<file path="config.mk">
export PLATFORM = sky130hd
export DESIGN_NAME = lzwse_fifo
export DESIGN_NICKNAME = d
export VERILOG_FILES = /design/src/lzwse_fifo.sv
export SDC_FILE = /design/constraint.sdc
export NUM_CORES = 1
export LEC_CHECK = 0
export ABC_AREA = 1
export BUFFER_PORTS_ARGS = -buffer_cell sky130_fd_sc_hd__buf_2
export CORE_MARGIN = 2
export CORE_UTILIZATION = 35
export DETAILED_ROUTE_END_ITERATION = 12
export PLACE_DENSITY_LB_ADDON = 0.15
export SYNTH_ARGS = -nofsm -noshare
export SYNTH_HDL_FRONTEND = slang
export SYNTH_SLANG_ARGS = --single-unit
</file>
<file path="constraint.sdc">
create_clock -name i_clk -period 4.5 [get_ports i_clk]
set_clock_uncertainty 0.05 [all_clocks]
set_input_delay 0.9 -clock i_clk [delete_from_list [all_inputs] [get_ports i_clk]]
set_output_delay 0.9 -clock i_clk [all_outputs]
set_load 0.005 [all_outputs]
</file>
<file path="src/lzwse_fifo.sv">
// ----------------------------------------------------------------------------
// lzwse_fifo
// Small register queue with valid/ready on both sides and a near-full flag.
// ----------------------------------------------------------------------------
module lzwse_fifo #(
    parameter int WIDTH = 8,
    parameter int AW    = 2
) (
    input  logic             i_clk,
    input  logic             i_rst_n,
    input  logic             i_push_valid,
    output logic             o_push_ready,
    input  logic [WIDTH-1:0] i_push_data,
    output logic             o_pop_valid,
    input  logic             i_pop_ready,
    output logic [WIDTH-1:0] o_pop_data,
    output logic             o_almost_full
);

    localparam int DEPTH = 1 << AW;

    logic [WIDTH-1:0] r_mem [DEPTH];
    logic [AW-1:0]    r_wr_ptr;
    logic [AW-1:0]    r_rd_ptr;
    logic [AW:0]      r_count;
    logic             push;
    logic             pop;

    // handshake and status
    assign o_push_ready  = (r_count != (AW+1)'(DEPTH));
    assign o_pop_valid   = (r_count != '0);
    assign o_pop_data    = r_mem[r_rd_ptr];
    assign o_almost_full = (r_count >= (AW+1)'(DEPTH - 1));
    assign push          = i_push_valid && o_push_ready;
    assign pop           = o_pop_valid && i_pop_ready;

    // pointers and fill count
    always_ff @(posedge i_clk) begin
        if (!i_rst_n) begin
            r_wr_ptr <= '0;
            r_rd_ptr <= '0;
            r_count  <= '0;
        end else begin
            if (push) begin
                r_wr_ptr <= r_wr_ptr + 1'b1;
            end
            if (pop) begin
                r_rd_ptr <= r_rd_ptr + 1'b1;
            end
            if (push && !pop) begin
                r_count <= r_count + 1'b1;
            end else if (pop && !push) begin
                r_count <= r_count - 1'b1;
            end
        end
    end

    // storage
    always_ff @(posedge i_clk) begin
        if (push) begin
            r_mem[r_wr_ptr] <= i_push_data;
        end
    end

endmodule

</file>
# Word level (Yosys, flattened, before mapping)
# Memories as Yosys holds them, arrays and structs flattened. A register that Yosys moved wholly into a read port is not among the register bits.
# Index checks and enable logic that the tools add are counted.
[totals]
latchBits = 0
ff_bits = 7
mem_bits_ro = 0
ram_bits = 32
n_memories = 1
[mem_list]
columns = ["memory", "words", "word_bits", "read_ports", "rd_ports_with_merged_regs", "write_ports", "line", "source"]
rows = [
  ["r_mem", 4, 8, 1, 1, 1, "22", "logic [WIDTH-1:0] r_mem [DEPTH];"],
]
[classes]
n_addsub = 4
shift = 0
eq_ne = 1
order_cmp = 1
n_mux = 6
n_reduce_logical = 8
div_mod_pow = 0
bitwise = 0
multipliers = 0
[op_table]
columns = ["operator", "n"]
rows = [
  ["two-way mux 3 bit", 2],
  ["adder 2 x 1 -> 2 bit (second input constant)", 2],
  ["logical AND 1 bit", 4],
  ["two-way mux 2 bit", 2],
  ["adder 3 x 1 -> 3 bit (second input constant)", 1],
  ["greater-or-equal comparator 3 x 2 -> 1 bit (second input constant)", 1],
  ["!= test 3 bit (second input constant)", 1],
  ["nonzero test 3 bit", 1],
  ["subtractor 3 x 1 -> 3 bit (second input constant)", 1],
  ["zero test 1 bit", 2],
  ["two-way mux 1 bit", 2],
  ["nonzero test 2 bit", 1],
]

# Longest topological paths before layout
# Gate-level depths: netlist (run 1).
[logic_depth]
word_depth = 6
depth_mapped = 13
ltp_nobuf = 13

# Worst setup path after synthesis (run 1)
# No wires, ideal clock.
[synth_timing]
kind = "input port to flip-flop"
startpoint = "in i_push_valid"
endpoint = "reg r_count[2]"
slack_ps = 2470
arrival_time_ps = 1868
t_required_ps = 4337
path_stages = 11
setup_time_ps = 113
path_cell_list = "nand2_4 > inv_2 > ha_1 > inv_1 > fa_1 > inv_1 > nand2_1 > nand3_1 > nand2_1 > nand2_1 > nor2_1"
[synth_via]
elab_chain_cells = 4
word_cells_on_any_way = 6
cone_classes = "mux: 1; reduce/logical: 5"
[synth_rtl]
columns = ["element", "line", "source"]
rows = [
  ["start, declared", "11", "input logic i_push_valid,"],
  ["logical AND 1 bit *", "34", "assign push = i_push_valid && o_push_ready;"],
  ["net push", "26", "logic push;"],
  ["zero test 1 bit", "52", "end else if (pop && !push) begin"],
  ["logical AND 1 bit", "52", ""],
  ["nonzero test 2 bit (no line)", "n/a", ""],
  ["end signal, assigned", "51", "r_count <= r_count + 1'b1;"],
  ["end signal, assigned", "53", "r_count <= r_count - 1'b1;"],
  ["end, declared", "25", "logic [AW:0] r_count;"],
]
# The timed path passes the listed nets; every way through them passes the cells marked *.
# A chain may end at the register's enable or synchronous reset.

==> metrics.md, run 1 <==
| Metric | Value |
|---|---|
| Status | complete, no violations |
| Avg Inst Size Synth | 11.8 um2 |
| Fin. Hold Viols | 0 |
| Wire length on met1 | 1.42 mm |
| Clock power share | 21.2% |
| Worst EP arrival | 1.67 ns |
| DP HPWL | 2.21 mm |
| Register area share after synthesis | 66.4% |
| Post-Route Utilization | 41.7% |
| Vias | 1117 |
| Fmax | 382 MHz |
| Gate Count Post-Synth | 146 |
| Slew of the pin with the lowest slew margin | 0.830 ns |
| Maximum VDD drop | 195 uV |
| Top_reg_cell synth | edfxtp_1 |
| Core footprint | 4720 um2 |
| CTS buffer count | 5 |
| Normalized max-slew margin | 44.5% |
| CP Data Required Time | 3.55 ns |
| Die H | 74.1 um |
| Met2 routed WL | 1.56 mm |
| Largest net degree at the start of global routing | 18 |
| Unrepaired setup endpoints after global routing | no |
| Post-synth design cell area | 1720 um2 |
| Int Power | 699 uW |
| Worst min path class | reg2reg |
| Post-synthesis register bit count | 41 |
| First-pass GRT wire length | 4.98 mm |
| Final Max Slew Viols | 0 |
| Reg power frac | 49.0% |
| GRT Total Usage | 12.6% |
| Vias in the first global route | 1094 |
| Crit Path Class | reg2out |
| Met3 WL | 111 um |
| Layout area overhead | 14.8% |
| Final min period | 2.62 ns |
| Cell taking the most area after synthesis | edfxtp_1 |
| Pre-Repair DR Iteration Count | 4 |
| Final ANT Viol Nets | 0 |
| Fraction of registers with async set or reset after synthesis | 0% |
| Die Area | 5480 um2 |
| Final nets | 191 |
| Ys Warns | 0 |
| PD cells | 536 nW/um2 |
| Chip Width | 74.1 um |
| Switching part of the total | 33.8% |
| Layout cells sized above 1 | 23.0% |
| Final TNS setup | 0 ns |
| Final WL | 3.13 mm |
| GRT Residual Overflow | 0 |
| Period utilisation layout | 58.2% |
| Total power | 1060 uW |
| Clock slew at reported path FFs | 0.07 ns |
| Post-CTS sizing | 0 |
| Initial Util | 36.4% |
| Cts hold-fix bufs | 0 |
| Cells on worst reg2reg path | 13 |
| Critical path peak fanout | 17 |
| Top cells by area in the synthesized netlist | edfxtp_1 (56%), dfxtp_1 (10%), nor2_1 (6.1%) |
| EDFF count, synth | 32 |
| Most common cell in the synthesized netlist | edfxtp_1 |
| CTS tree | yes |
| H-tree levels | 2 |
| Uppermost layer routed | met4 |
| Critical path startpoint category | flip-flop |
| Via/cell ratio | 4.63 |
| Fillers | 464 |
| Initial antenna violation count | 0 |
| Leak | 0.000762 uW |
| Clk_lat worst skew | 0.28 ns |
| IO buf count | 22 |
| Syn_nets | 164 |
| Iteration-0 DRC Markers | 73 |
| Critical path endpoint category | primary output |
| # IOs | 23 |
| Max-cap violation count | 0 |
| Post-synthesis cell type count | 19 |
| Setup violators final | 0 |
| Diode count | 0 |
| Worst hold stages | 2 |
| Worst-case clock buffer depth | 2 |
| Synth cell count leaders | edfxtp_1 (32), nor2_1 (28), inv_1 (14), o21ai_0 (14), nand2_1 (12) |
| Fraction of synthesized cell area taken by the top area cell type | 55.9% |
| CTS root buffer | clkbuf_8 |
| WL/cell | 13.0 um |
| RD Place Congestion | 0.753 |
| Logic gate share of total power | 29.7% |
| Net switching power | 358 uW |
| Num rows | 25 |
| Setup bufs post-CTS | 0 |
| Clk sinks | 41 |
| Post-route DRC | 0 |
worst max-delay path, cell delays in order, from the launching register on:
cell	delay, ns
dfxtp_1	0.68
inv_2	0.27
o21ai_0	0.21
o22ai_1	0.10
buf_2	0.13
layer usage:
| layer | global-route usage (%) | vias to the layer above |
|---|---|---|
| li1 | - | 555 |
| met4 | 5.45 | 0 |
| met2 | 21.2 | 18 |
| met5 | 0 | - |
| met1 | 14.5 | 540 |
| met3 | 4.20 | 4 |
metrics by stage:
stage	instances	setup slack, ns	hold WS [ns]	area [um2]
CTS	241	1.85	0.462	1970
finish	241	1.88	0.459	1970
global placement	233	2.20	0.429	1890
global route	241	1.69	0.484	1970
floorplan	146	2.47	0.412	1720
detailed placement	233	2.16	0.450	1890
layout by cell type (no fill, tap or decap):
master | Yosys | final
o22ai_1 | 8 | 8
buf_2 | 0 | 22
nand3_1 | 4 | 4
a21oi_1 | 4 | 4
nor2_4 | 1 | 1
ha_1 | 5 | 5
nand3b_1 | 1 | 1
clkinv_2 | 0 | 2
dfxtp_1 | 9 | 9
nand2_2 | 1 | 1
fa_1 | 1 | 1
inv_2 | 2 | 2
nor2_1 | 28 | 28
nand2_1 | 12 | 12
clkbuf_8 | 0 | 5
edfxtp_1 | 32 | 32
o21ai_0 | 14 | 14
nand2_4 | 4 | 4
o21ai_1 | 1 | 1
clkbuf_1 | 0 | 1
o21ai_2 | 3 | 3
inv_1 | 14 | 14
kinds of logic (layout without fill, tap and decap cells):
kind of cell / Yosys count / after routing / synth area share, %
and+or+nand+nor: 51 / 51 / 14.0
DFF: 41 / 41 / 66.4
AOI/OAI and AO/OA: 30 / 30 / 9.98
buffers and inverters: 18 / 46 / 4.81
adders and majority gates: 6 / 6 / 4.81
final cells by class:
| type | count | area (um2) | area share [%] |
|---|---|---|---|
| flip-flops and latches | 41 | 1140 | 57.9 |
| multi-input cells | 87 | 494 | 25.1 |
| repair buffers | 22 | 110 | 5.58 |
| well taps | 67 | 83.8 | 4.25 |
| clock buffers | 6 | 72.6 | 3.68 |
| inverters | 16 | 60.1 | 3.05 |
| clock inverters | 2 | 10.0 | 0.508 |
flip-flops by register name (all words and copies together) (netlist names), named ones only:
name and count:
r_wr_ptr 2, r_rd_ptr 2, r_count 3, r_mem 32
power by group through the flow:
stage               logic, uW  clock network [uW]  registers (uW)
floorplan                 231                   0             510
global placement          306                   0             525
detailed placement        319                   0             529
CTS                       321                 232             520
global route              357                 245             528
finish                    314                 224             518
worst paths after layout:
kind,endpoint,startpoint,slack (ns)
max reg2reg,r_count[2]$_SDFFE_PN0P_,r_count[0]$_SDFFE_PN0P_,2.62
min,r_rd_ptr[0]$_SDFFE_PN0P_,r_rd_ptr[0]$_SDFFE_PN0P_,0.46
min reg2reg,r_rd_ptr[0]$_SDFFE_PN0P_,r_rd_ptr[0]$_SDFFE_PN0P_,0.46
max,o_pop_data[3],flip-flop,1.88
Power figures use the tool's default switching activity.
==> run 2, diff against run 1 <==
==> constraint.sdc (replaced) <==
create_clock -name i_clk -period 2.2 [get_ports i_clk]
set_clock_uncertainty 0.05 [all_clocks]
set_input_delay 0.44 -clock i_clk [delete_from_list [all_inputs] [get_ports i_clk]]
set_output_delay 0.44 -clock i_clk [all_outputs]
set_load 0.005 [all_outputs]
==> run 2 against run 1 <==
Clock-buffer cell count is the same. Critical path type unchanged. Largest cell class unchanged. Critical endpoint is now o_pop_data[1]. Global-route usage grew 0.90 points. Register-to-register slack lost 2.3 ns. Sequential cell count unchanged. Cell count rose by 2.5%. Non-clock buffer count is 6 higher.
==> metrics.md, run 2 (synthesized netlist as in run 1, its figures left out) <==
| Metric | Value |
|---|---|
| Multi-input gate area | 494 um2 (unchanged) |
| Post-CTS sizing | 0 (unchanged) |
| Final nets | 197 (was 191) |
| Post-route DRC | 0 (unchanged) |
| Layout cells sized above 1 | 25.6% (was 23.0%) |
| PD cells | 1140 nW/um2 (was 536 nW/um2) |
| GRT Residual Overflow | 0 (unchanged) |
| Initial antenna violation count | 0 (unchanged) |
| Fillers | 452 (was 464) |
| CTS tree | yes (unchanged) |
| Leak | 0.000804 uW (was 0.000762 uW) |
| Layout area overhead | 18.9% (was 14.8%) |
| Final Instance Area | 2040 um2 (was 1970 um2) |
| Crit Path Class | reg2out (unchanged) |
| # IOs | 23 (unchanged) |
| Slew of the pin with the lowest slew margin | 0.359 ns (was 0.830 ns) |
| Initial Util | 36.4% (unchanged) |
| Final WL | 3.24 mm (was 3.13 mm) |
| Final TNS setup | 0 ns (unchanged) |
| CTS buffer count | 5 (unchanged) |
| RR Startpoint | r_count[0]$_SDFFE_PN0P_ (unchanged) |
| Worst-case clock buffer depth | 2 (unchanged) |
| Fmax | 496 MHz |
| Critical path peak fanout | 16 (was 17) |
| Period utilisation layout | 91.6% |
| Final min period | 2.02 ns |
| Slowest CP cell | dfxtp_1 (unchanged) |
| Largest net degree at the start of global routing | 17 (was 18) |
| Biggest regs | r_mem x32, r_count x3 (unchanged) |
| Seq. cell area | 1140 um2 (unchanged) |
| Die H | 74.1 um (unchanged) |
| Max-cap violation count | 0 (unchanged) |
| Cts hold-fix bufs | 0 (unchanged) |
| Final Max Slew Viols | 0 (unchanged) |
| Final ANT Viol Nets | 0 (unchanged) |
| Clock slew at reported path FFs | 0.07 ns (about the same) |
| Via/cell ratio | 4.50 (was 4.63) |
| Pre-Repair DR Iteration Count | 4 (unchanged) |
| Commonest non-fill, non-tap cell in the layout | edfxtp_1 (unchanged) |
| Normalized max-slew margin | 76.0% (was 44.5%) |
| Core footprint | 4720 um2 (unchanged) |
| Maximum VDD drop | 398 uV (was 195 uV) |
| CTS root buffer | clkbuf_8 (unchanged) |
| Critical path startpoint category | flip-flop (unchanged) |
| Number of buffers and inverters on the critical path | 2 (unchanged) |
| IO buf count | 22 (unchanged) |
| Fin. Hold Viols | 0 (unchanged) |
| DP HPWL | 2.29 mm (was 2.21 mm) |
| Max reg flops | 32 (unchanged) |
| H-tree levels | 2 (unchanged) |
| Setup violators final | 0 (unchanged) |
| Status | complete, no violations (unchanged) |
| Diode count | 0 (unchanged) |
| Cell family with most CP delay | flip-flops (unchanged) |
| Clk sinks | 41 (unchanged) |
| WL/cell | 13.1 um (was 13.0 um) |
| Critical path endpoint category | primary output (unchanged) |
| Iteration-0 DRC Markers | 83 (was 73) |
| Chip Width | 74.1 um (unchanged) |
| Unrepaired setup endpoints after global routing | no (unchanged) |
| Setup bufs post-CTS | 0 (unchanged) |
| Vias | 1112 (was 1117) |
| Most frequent cells in the layout | edfxtp_1 (32), nor2_1 (28), buf_2 (22) (unchanged) |
| Reg with most FFs | r_mem (unchanged) |
| Worst EP arrival | 1.53 ns (was 1.67 ns) |
| CP Data Required Time | 1.71 ns (was 3.55 ns) |
| Dpl cell area | 1930 um2 (was 1890 um2) |
| RD Place Congestion | 0.750 (was 0.753) |
| Vias in the first global route | 1144 (was 1094) |
| Die Area | 5480 um2 (unchanged) |
| Min-delay src | i_push_data[2] (was r_rd_ptr[0]$_SDFFE_PN0P_) |
| Clk_lat worst skew | 0.29 ns (was 0.28 ns) |
| GRT Total Usage | 13.5% (was 12.6%) |
| Cell Chain, Critical Path | inv_2 -> o21ai_0 -> o22ai_1 -> buf_2 (unchanged) |
| Critical Path Max Stage Delay | 0.54 ns (was 0.68 ns) |
| First-pass GRT wire length | 5.37 mm (was 4.98 mm) |
| Worst min path class | in2reg (was reg2reg) |
| Num rows | 25 (unchanged) |
==> run 2: cell types whose count changed in the layout (fill, tap and decap cells not counted), sizes merged <==
cell,delta
buf,+6
clkinv,-1
bufinv,+1
==> run 2: worst reg2reg max path, delay by kind of cell (launching register included) <==
kind / cells / cell delay (ns)
fa+ha+maj: 2 / 0.56
simple gates: 8 / 0.52
flops: 1 / 0.47
buf+inv: 3 / 0.21
==> run 2: stage by stage <==
stage	worst slack, ns	cells	utilization (%)	total power, uW	hold slack, ns
finish	0.185	247	43.2	2320	0.312
detailed placement	0.317	239	41.0	1770	0.445
global route	0.0520	247	43.2	2480	0.310
floorplan	0.471	146	-	1520	0.412
global placement	0.422	239	41.0	1730	0.428
CTS	0.202	247	43.2	2350	0.306
==> run 2: final cells by class <==
class                           count  area share (%)
Clock buffer                        6            3.55
Inverter                           16            2.94
Clock inverter                      2            1.72
Sequential cell                    41            55.9
Timing Repair Buffer               28            7.60
Multi-Input combinational cell     87            24.2
Tap cell                           67            4.11
==> run 2: worst paths after layout <==
check	endpoint	slack (ns)	depth (start not counted)
worst max register to register	r_count[2]$_SDFFE_PN0P_	0.30	13
worst min-delay path	r_mem[3][2]$_DFFE_PP_	0.31	1
worst max-delay path	o_pop_data[1]	0.18	4
worst min register to register	r_rd_ptr[1]$_SDFFE_PN0P_	0.45	2
==> run 2: report_power, final <==
part / total [uW] / internal, uW / switching (uW)
clock network: 578 / 336 / 242
registers: 1050 / 954 / 95.6
logic: 692 / 280 / 412
total: 2320 / 1570 / 749
==> run 2: metal layers <==
| layer | GRT usage [%] | up-vias | wire length (um) |
|---|---|---|---|
| li1 | - | 564 | - |
| met1 | 15.5 | 518 | 1420 |
| met2 | 24.0 | 26 | 1640 |
| met3 | 4.47 | 4 | 141 |
| met4 | 3.64 | 0 | 38 |
| met5 | 0 | - | 0 |
