## src/lzwse_pkg.sv

```systemverilog
// ----------------------------------------------------------------------------
// lzwse_pkg
// Shared types and constants of the LZW stream encoder.
// ----------------------------------------------------------------------------
package lzwse_pkg;

    // code space
    localparam int CODE_BITS  = 12;
    localparam int BYTE_BITS  = 8;
    localparam int FIRST_CODE = 256;
    localparam int CODE_LIMIT = 1 << CODE_BITS;

    // hash table holds twice as many slots as there are codes
    localparam int HASH_BITS  = CODE_BITS + 1;

    // default queue address widths and epoch tag width
    localparam int ITEM_Q_AW  = 2;
    localparam int RES_Q_AW   = 2;
    localparam int EPOCH_BITS = 8;

    // input transaction
    typedef struct packed {
        logic [BYTE_BITS-1:0] data_byte;
        logic                 end_of_message;
    } t_in;

    // result transaction
    typedef struct packed {
        logic [CODE_BITS-1:0] code;
        logic                 final_code;
    } t_out;

    // classified item between front and back
    typedef struct packed {
        t_in  tx;
        logic first_byte;
    } t_item;

endpackage

```

## src/lzwse_front.sv

```systemverilog
// ----------------------------------------------------------------------------
// lzwse_front
// Input stage: registers each byte and marks the first byte of a message.
// ----------------------------------------------------------------------------
module lzwse_front (
    input  logic              i_clk,
    input  logic              i_rst_n,
    input  logic              i_valid,
    output logic              o_ready,
    input  lzwse_pkg::t_in    i_data,
    output logic              o_item_valid,
    input  logic              i_item_ready,
    output lzwse_pkg::t_item  o_item
);

    logic             r_valid;
    logic             r_first;
    lzwse_pkg::t_item r_item;
    logic             accept;

    assign o_ready      = !r_valid || i_item_ready;
    assign accept       = i_valid && o_ready;
    assign o_item_valid = r_valid;
    assign o_item       = r_item;

    // stage valid and message boundary tracking
    always_ff @(posedge i_clk) begin
        if (!i_rst_n) begin
            r_valid <= 1'b0;
            r_first <= 1'b1;
        end else begin
            if (accept) begin
                r_valid <= 1'b1;
                r_first <= i_data.end_of_message;
            end else if (i_item_ready) begin
                r_valid <= 1'b0;
            end
        end
    end

    // classified payload
    always_ff @(posedge i_clk) begin
        if (accept) begin
            r_item.tx         <= i_data;
            r_item.first_byte <= r_first;
        end
    end

endmodule

```

## config.mk

```make
export PLATFORM = sky130hd
export DESIGN_NAME = lzwse_front
export DESIGN_NICKNAME = d
export VERILOG_FILES = /design/src/lzwse_pkg.sv /design/src/lzwse_front.sv
export SDC_FILE = /design/constraint.sdc
export NUM_CORES = 1
export LEC_CHECK = 0
export BUFFER_PORTS_ARGS = -buffer_cell sky130_fd_sc_hd__buf_2
export CORE_MARGIN = 5
export CORE_UTILIZATION = 30
export CTS_BUF_LIST = sky130_fd_sc_hd__clkbuf_8
export CTS_CLUSTER_SIZE = 8
export DETAILED_ROUTE_END_ITERATION = 6
export SLEW_MARGIN = 10
export SYNTH_ARGS = -nofsm -noshare
export SYNTH_HDL_FRONTEND = slang
export SYNTH_SLANG_ARGS = --single-unit
```

## constraint.sdc

```tcl
create_clock -name i_clk -period 0.82 [get_ports i_clk]
set_input_delay 0.082 -clock i_clk [delete_from_list [all_inputs] [get_ports i_clk]]
set_output_delay 0.082 -clock i_clk [all_outputs]
set_load 0.05 [all_outputs]
```

# After elaboration in Yosys (flattened, before gate mapping)
# Cells that the tools add are included.
[totals] elab_cells=11 out_inout_bits=12 ff_bits=12 input_bits=13
[classes] muxes=2 reduce_logical=4
[ops] operator="two-way mux 1 bit" count=2
[ops] operator="nonzero test 2 bit" count=1
[ops] operator="logical AND 1 bit" count=1
[ops] operator="zero test 1 bit" count=1
[ops] operator="logical OR 1 bit" count=1

# Logic depth before layout (Yosys ltp)
# Gate-level depths: netlist of run 1.
[logic_depth] word_depth=4 depth_mapped=3 depth_no_buf=3

# Worst setup path after synthesis of run 1
# OpenSTA, ideal clock, no wires.
[synth_timing] path_kind="register to register" startpoint="reg r_valid (netlist: o_item_valid)" endpoint="reg r_item, in the netlist o_item[0] (enable)" path_buffers=0 setup_time_ps=253 path_slack_ps=-568 t_required_ps=567 period_less_slack_ps=1388 arrival_ps=1135 path_stages_with_launch=3 cell_sequence="dfxtp_1 -> nand2b_4 -> and2_4"
[synth_via] elab_chain_len=3
[synth_lines] element="start: declaration" line="lzwse_front.sv:16" source="logic r_valid;"
[synth_lines] element="start signal: assignment" line="lzwse_front.sv:29" source="r_valid <= 1'b0;"
[synth_lines] element="start signal: assignment" line="lzwse_front.sv:33" source="r_valid <= 1'b1;"
[synth_lines] element="start signal: assignment" line="lzwse_front.sv:36" source="r_valid <= 1'b0;"
[synth_lines] element="zero test 1 bit" line="lzwse_front.sv:21" source="assign o_ready = !r_valid || i_item_ready;"
[synth_lines] element="logical OR 1 bit" line="lzwse_front.sv:21"
[synth_lines] element="via o_ready" line="lzwse_front.sv:9" source="output logic o_ready,"
[synth_lines] element="logical AND 1 bit" line="lzwse_front.sv:22" source="assign accept = i_valid && o_ready;"
[synth_lines] element="via accept" line="lzwse_front.sv:19" source="logic accept;"
[synth_lines] element="end: declaration" line="lzwse_front.sv:18" source="lzwse_pkg::t_item r_item;"
# The timed path passes the listed nets, and every way through them passes these cells.
# A chain may end at the register's enable or synchronous reset.

# Worst setup path in the final report of run 1
[layout_timing] startpoint="reg r_valid (netlist: o_item_valid)" endpoint="out o_ready"
[layout_via] elab_chain_len=2
[layout_lines] element="zero test 1 bit" line="lzwse_front.sv:21"
[layout_lines] element="logical OR 1 bit" line="lzwse_front.sv:21"
[layout_lines] element="end: declaration" line="lzwse_front.sv:9"
# No other way between the ends.

==> results of run 1 <==
[timing repair]
action	4_1_cts	5_1_grt
setup buffers	0	2
gates resized for setup	24	7
hold buffers	0	0
pin swaps	1	3
endpoints found under the setup margin	23	24
[cells by family after synthesis]
kind of cell / after synthesis
DFF: 12
and+or+nand+nor: 3
AOI/OAI and AO/OA: 2
buffers and inverters: 2
[power breakdown]
group	total (mW)	switching, mW	internal (mW)
clock network	0.608	0.187	0.422
logic	0.279	0.166	0.112
registers	0.721	0.0170	0.704
total	1.61	0.370	1.24
[how the worst max path moves through the flow]
stage                            start        end  slack [ns]  cells past startpoint
final                     o_item_valid    o_ready       -0.15                      3
after global routing      o_item_valid    o_ready       -0.18                      3
after CTS                 o_item_valid    o_ready       -0.16                      3
after detailed placement  o_item_valid  o_item[6]       -0.11                      2
after global placement    o_item_valid  o_item[6]       -0.09                      2
after floorplan           o_item_valid  o_item[0]       -0.30                      2
[per-layer routing]
layer	share of wire, %	wire length (um)
met1	35	259
met2	49	357
met3	14	105
met4	1.6	12
met5	0	0
[cells in the mapped netlist]
master and count:
nand2b_4 1, dfxtp_1 2, and2_4 1, nand3_1 1
inv_1 2, edfxtp_1 10, o211ai_2 1, a21boi_0 1
[flip-flops by register name, indices dropped and copies added, names as in the netlist]
| signal | count |
|---|---|
| r_first | 1 |
| o_item | 10 |
| o_item_valid | 1 |
[final cells by class]
cell class                      count  area share (%)
Timing Repair Buffer               27            32.2
Inverter                            2            1.06
Multi-Input combinational cell      5            7.92
Tap cell                           15            2.64
Sequential cell                    12            48.4
Clock buffer                        4            7.75
[per-stage QoR]
step	TNS (ns)	worst slack [ns]	hold slack, ns	cells	power [mW]
2_1_floorplan	-3.24	-0.300	0.147	19	0.878
3_3_place_gp	-0.950	-0.0943	0.262	59	0.944
3_5_place_dp	-1.10	-0.108	0.260	59	0.948
4_1_cts	-1.93	-0.156	0.0202	63	1.61
5_1_grt	-2.60	-0.179	0.0188	65	1.68
6_report	-1.77	-0.145	0.0255	65	1.61
[worst max-delay path, cell delays in order (launching register included)]
cell and delay, ns:
dfxtp_4 0.35, nand2b_4 0.05, buf_6 0.11, buf_8 0.14
==> out/results.ini, run 1 <==
[cells_and_area]
fin_util_pct=56.0
multi_input_area_sq_um=56.3
fill_cells=107
final_cell_mix=buf_2, buf_6, edfxtp_1
drive_above_1_share_pct=74.0
final_area_sq_um=711
final_nets=64
layout_commonest_cell=buf_2
seqCellArea_sq_um=344
num_antenna_cells=0
area_growth_pct=79.7

[timing]
setup_slack_ns=-0.145
timing.slew.headroom_pct=89.8
rsz0062_at_grt=true
tightest_slew_ns=0.152
clock_skew_ns=0.00169
max_freq_mhz=1040
fin_crit_sh_pct=118
period_needed_ns=0.965
setup_violations=23
hold_viol=0
slew_violations=0

[synth]
synth-compound-area-share_pct=5.06
synth_xor_area_share_pct=0
synthMuxAreaShare_pct=0
yosys-top-cells-area=edfxtp_1, dfxtp_1, nand2b_4, o211ai_2, and2_4
yosysWarnings=0
synthSimpleGateAreaFrac_pct=6.96
netlist_area_sq_um=395
syn_nets=32
syn_inst=19
yosysTopAreaCell=edfxtp_1
syn_area_per_cell_sq_um=20.8
yosysTopAreaCellShare_pct=75.9
ys_ff_latch=12
seq_area_frac_synth_pct=86.1
synth_top_family_by_area=simple AND/OR/NAND/NOR gates
yosysUniqueCellTypes=8
synth-adder-area-share_pct=0

[grt]
grtUsageMet3_pct=3.52
grt_busiest_layer=met2
grt_max_degree=12
grt.overflow.total=0
antenna_found_initial=0
grt_pass1_wl_um=1120
grt_util_met1_pct=7.28
grt_usage_pct=7.72
grt_pass1_vias=288
grt_use_met2_pct=13.2

[setup_path]
critPathArrivalTime_ns=0.88
cp-end-kind=output pin
startpoint_type=register
reg2reg_slack_ns=-0.12
crit_type=register to output pin
cp_data_required_time_ns=0.74
rr_worst_depth=2
reg2reg_from=o_item_valid
r2r-end=o_item[2]
crit_fanout=2

[clock_network]
clock-root-buffer=clkbuf_8
cts_tree=done
path_clk_slew_ns=0.05
max-clock-path-buffers=2
clock-sinks=12
cts_buffers=3
ctsHtreeMaxLevel=1
clkLatencyLatePin_ns=0.23

[route]
wire_per_inst_um=11.3
final_antenna_net_count=0
drc=0
num_vias=268
drtIter0Drc=0
firstDrtPassIters=1
viasPerCell=4.12
drt-total-wl_um=734

[floorplan]
dieHeight_um=46.3
dieArea_sq_mm=0.00214
dieWidth_um=46.3
start_util_pct=31.2
rows=13
coreArea_sq_mm=0.00127
io_pins=25

[status]
status=finished with violations
violations=setup timing

[placement]
portBuffers=24
gp_congestion=0.599
postPlaceCellArea_sq_um=546

[min_path]
hold_class=input pin to register
hold_end=o_item[6]
holdPathStages=1
hp-start=i_data[5]

[job]
drv_cap=0

[power]
p_leak_nw=0.315
p_per_area_mw_per_mm2=2260
peakVddDrop_mv=1.03

Note: power is estimated with default switching activity, not from simulation.
==> run 2: changes to the inputs <==
CTS_BUF_LIST = default   (was sky130_fd_sc_hd__clkbuf_8)
==> run 2 against run 1 <==
Compared with the run above:
- the flow still finishes with violations (setup timing)
- combinational power grew 17%
- register-to-register slack lost 0.04 ns
- clock-buffer cell count is the same
- clock skew is essentially flat
- sequential power is essentially flat
- via count grew 18%
- critical endpoint unchanged
- largest cell class unchanged
==> out/results.ini, run 2 (synthesized netlist as in run 1, its figures left out) <==
[cells_and_area]
seqCellArea_sq_um=344
area_growth_pct=104
multi_input_area_sq_um=65.1
num_antenna_cells=0
drive_above_1_share_pct=62.9
largest_reg_flops=10
fill_cells=97
final_nets=76
layout_commonest_cell=buf_2
fin_util_pct=63.7
final_cell_mix=buf_2, buf_6, dlygate4sd3_1, edfxtp_1

[route]
num_vias=315
viasPerCell=4.09
drt-total-wl_um=877
drc=0
firstDrtPassIters=2
final_antenna_net_count=0
drtIter0Drc=3
wire_per_inst_um=11.4

[floorplan]
io_pins=25
dieWidth_um=46.3
rows=13
dieHeight_um=46.3
dieArea_sq_mm=0.00214
coreArea_sq_mm=0.00127
start_util_pct=31.2

[power]
power_frac_comb_pct=21.8
power_frac_seq_pct=48.2
p_per_area_mw_per_mm2=1850
p_leak_nw=0.358
sw_frac_of_total_pct=24.8
p_int_mw=1.12
peakVddDrop_mv=0.853
clkPwrFrac_pct=30.0
total_power_mw=1.49
p_sw_uw=370

[job]
drv_cap=0

[timing]
rsz0062_at_grt=true
setup_slack_ns=-0.185
timing.slew.headroom_pct=93.0
setup_violations=24
fin_crit_sh_pct=123
period_needed_ns=1.01
tightest_slew_ns=0.104
slew_violations=0
max_freq_mhz=995
hold_viol=0
clock_skew_ns=0.00203
tns_ns=-2.69

[grt]
grt_usage_pct=9.65
antenna_found_initial=0
grt_pass1_wl_um=1380
grt.overflow.total=0
grt_max_degree=8
grt_pass1_vias=331

[clock_network]
clock-root-buffer=clkbuf_4
path_clk_slew_ns=0.07
max-clock-path-buffers=2
cts_buffers=3
ctsHtreeMaxLevel=1
clock-sinks=12
clkLatencyLatePin_ns=0.26
cts_tree=done

[setup_path]
startpoint_type=register
crit_fanout=2
cp-end-kind=output pin
critPathArrivalTime_ns=0.92
cp_data_required_time_ns=0.74
reg2reg_from=o_item_valid
slowest_delay_ns=0.36
rr_worst_depth=3
r2r-end=o_item[5]
crit_type=register to output pin
worstPathCellList=nand2b_4, buf_6, buf_8
reg2reg_slack_ns=-0.16
critPathSlowestCell=dfxtp_4

[status]
status=finished with violations
violations=setup timing

[min_path]
hold_class=input pin to register
holdPathStages=3
hold_end=o_item_valid
hp-start=i_valid

[placement]
portBuffers=24
place_ws_ns=-0.108
gp_congestion=0.599

## run 2: final cells by class
cell class              instances  share of cell area (%)
repair buffers                 38                    41.6
multi-input cells               6                    8.05
clock buffers                   4                    4.49
inverters                       2                   0.929
well taps                      15                    2.32
flip-flops and latches         12                    42.6
## run 2: routing by layer
metal | routed length (um) | part of all wire [%] | GRT usage [%]
met3 | 86 | 9.8 | 4.30
met5 | 0 | 0 | 0
met2 | 459 | 52 | 16.8
met4 | 0 | 0 | 5.11
met1 | 330 | 38 | 9.47
## run 2: what timing repair did
action                     CTS  global route
hold buffers                10             0
hold endpoints to repair    10             0
buffers inserted             1             2
cloned                       1             0
setup endpoints to repair   23            24
gates resized for setup     25             7
pin swaps                    2             2
## run 2: power groups by stage
stage | Clock, mW | Sequential [mW] | Combinational (mW)
3_5_place_dp | 0 | 0.726 | 0.222
3_3_place_gp | 0 | 0.725 | 0.220
5_1_grt | 0.502 | 0.722 | 0.343
2_1_floorplan | 0 | 0.840 | 0.0379
4_1_cts | 0.469 | 0.719 | 0.308
6_report | 0.447 | 0.719 | 0.326
## run 2: critical path: cells and delay by family (launching register included)
kind                   cells  cell delay [ns]
flip-flops                 1             0.36
buffers and inverters      2             0.25
AND/OR/NAND/NOR            1             0.05
## run 2: stage by stage
stage	area (sq um)	hold WS, ns	instances
2_1_floorplan	399	0.147	19
3_3_place_gp	546	0.262	59
3_5_place_dp	546	0.260	59
4_1_cts	774	0.0902	75
5_1_grt	808	0.0920	77
6_report	808	0.0980	77
## run 2: how the worst max path moves through the flow
stage,start,end,depth (start not counted)
global route,o_item_valid,o_ready,3
detailed placement,o_item_valid,o_item[6],2
finish,o_item_valid,o_ready,3
global placement,o_item_valid,o_item[6],2
CTS,o_item_valid,o_ready,3
floorplan,o_item_valid,o_item[0],2
==> run 3: changes to the inputs <==
MAX_ROUTING_LAYER = met4   (was default)
==> run 3 against run 2 <==
Compared with the run above:
- die area unchanged
- design area unchanged
- largest cell class unchanged
- fmax about the same
- flip-flop and latch count unchanged
- critical path type unchanged
- setup slack about the same
- wire length unchanged
- largest power group unchanged
- the flow still finishes with violations (setup timing)
- power about the same
- clock power about the same
- sequential power about the same
- final cell count unchanged
==> out/results.ini, run 3 (synthesized netlist as in run 1, its figures left out) <==
[setup_path]
crit_type=register to output pin
cp_data_required_time_ns=0.74
startpoint_type=register
cp-end-kind=output pin
rr_worst_depth=3
critPathArrivalTime_ns=0.92
crit_fanout=2

[placement]
gp_congestion=0.602
placed_cells=59
portBuffers=24
postPlaceCellArea_sq_um=546

[timing]
slew_violations=0
max_freq_mhz=995
setup_slack_ns=-0.185
clock_skew_ns=0.00202
fin_crit_sh_pct=123
period_needed_ns=1.01
rsz0062_at_grt=true
setup_violations=24
tightest_slew_ns=0.104
hold_viol=0
timing.slew.headroom_pct=93.0

[status]
violations=setup timing
status=finished with violations

[cells_and_area]
final_cells=77
final_nets=76
layout_commonest_cell=buf_2
final_cell_mix=buf_2, buf_6, dlygate4sd3_1, edfxtp_1
drive_above_1_share_pct=62.9
largest_reg_flops=10
final_area_sq_um=808
num_antenna_cells=0
area_growth_pct=104

[min_path]
holdPathStages=3
hold_class=input pin to register

[floorplan]
coreArea_sq_mm=0.00127
rows=13
dieHeight_um=46.3
dieWidth_um=46.3
dieArea_sq_mm=0.00214
start_util_pct=31.2
io_pins=25

[clock_network]
max-clock-path-buffers=2
cts_tree=done
path_clk_slew_ns=0.07
clock-root-buffer=clkbuf_4
ctsHtreeMaxLevel=1
clkLatencyLatePin_ns=0.26
cts_buffers=3
clock-sinks=12

[grt]
grt.overflow.total=0
antenna_found_initial=0
grt_pass1_wl_um=1380
grt_max_degree=8
grt_usage_pct=9.93
grt_pass1_vias=331

[route]
drt-total-wl_um=877
drtIter0Drc=3
wire_per_inst_um=11.4
num_vias=315
drc=0
final_antenna_net_count=0
firstDrtPassIters=2
viasPerCell=4.09

[job]
drv_cap=0

[power]
p_per_area_mw_per_mm2=1850
p_leak_nw=0.358
peakVddDrop_mv=0.853

[run 3: path summary, 6_finish.rpt]
| kind | slack, ns | endpoint | from |
|---|---|---|---|
| hold / removal | 0.1 | o_item_valid | i_valid |
| setup reg to reg | -0.16 | o_item[5] | o_item_valid |
| hold reg to reg | 0.44 | o_item[0] | r_first |
| setup / recovery | -0.19 | o_ready | o_item_valid |
[run 3: report_power, final]
group | leakage, nW | internal [mW] | switching (mW)
clock network | 0.0210 | 0.269 | 0.178
registers | 0.113 | 0.702 | 0.0172
logic | 0.224 | 0.150 | 0.175
total | 0.358 | 1.12 | 0.370
[run 3: repair_timing]
action / in CTS / in global routing
buffers inserted: 1 / 2
gates resized for setup: 25 / 7
hold endpoints to repair: 10 / 0
hold buffers: 10 / 0
pin swaps: 2 / 2
setup endpoints to repair: 23 / 24
gates cloned: 1 / 0
[run 3: worst max-delay path, cell delays in order, from the launching register on]
cell	delay (ns)
dfxtp_4	0.36
nand2b_4	0.05
buf_6	0.11
buf_8	0.14
[run 3: metal layers]
layer / track usage, % / vias to the layer above / routed length (um)
li1: - / 157 / -
met1: 9.95 / 140 / 346
met2: 16.8 / 18 / 460
met4: 5.11 / 0 / 0
met5: - / - / 0
met3: 3.52 / 0 / 71
[run 3: layout make-up]
type | instances | area (sq um)
fillers | 97 | 460
flip-flops and latches | 12 | 344
repair buffers | 38 | 337
multi-input cells | 6 | 65.1
clock buffers | 4 | 36.3
well taps | 15 | 18.8
inverters | 2 | 7.51
[run 3: metrics by stage]
step	setup WS [ns]	total power, mW	hold slack (ns)	util (%)	setup TNS (ns)
final	-0.185	1.49	0.0980	63.7	-2.69
after global routing	-0.231	1.57	0.0920	63.7	-3.62
after CTS	-0.200	1.50	0.0902	61.0	-2.90
after detailed placement	-0.108	0.948	0.260	43.0	-1.10
after global placement	-0.0943	0.944	0.262	43.0	-0.950
after floorplan	-0.300	0.878	0.147	-	-3.24
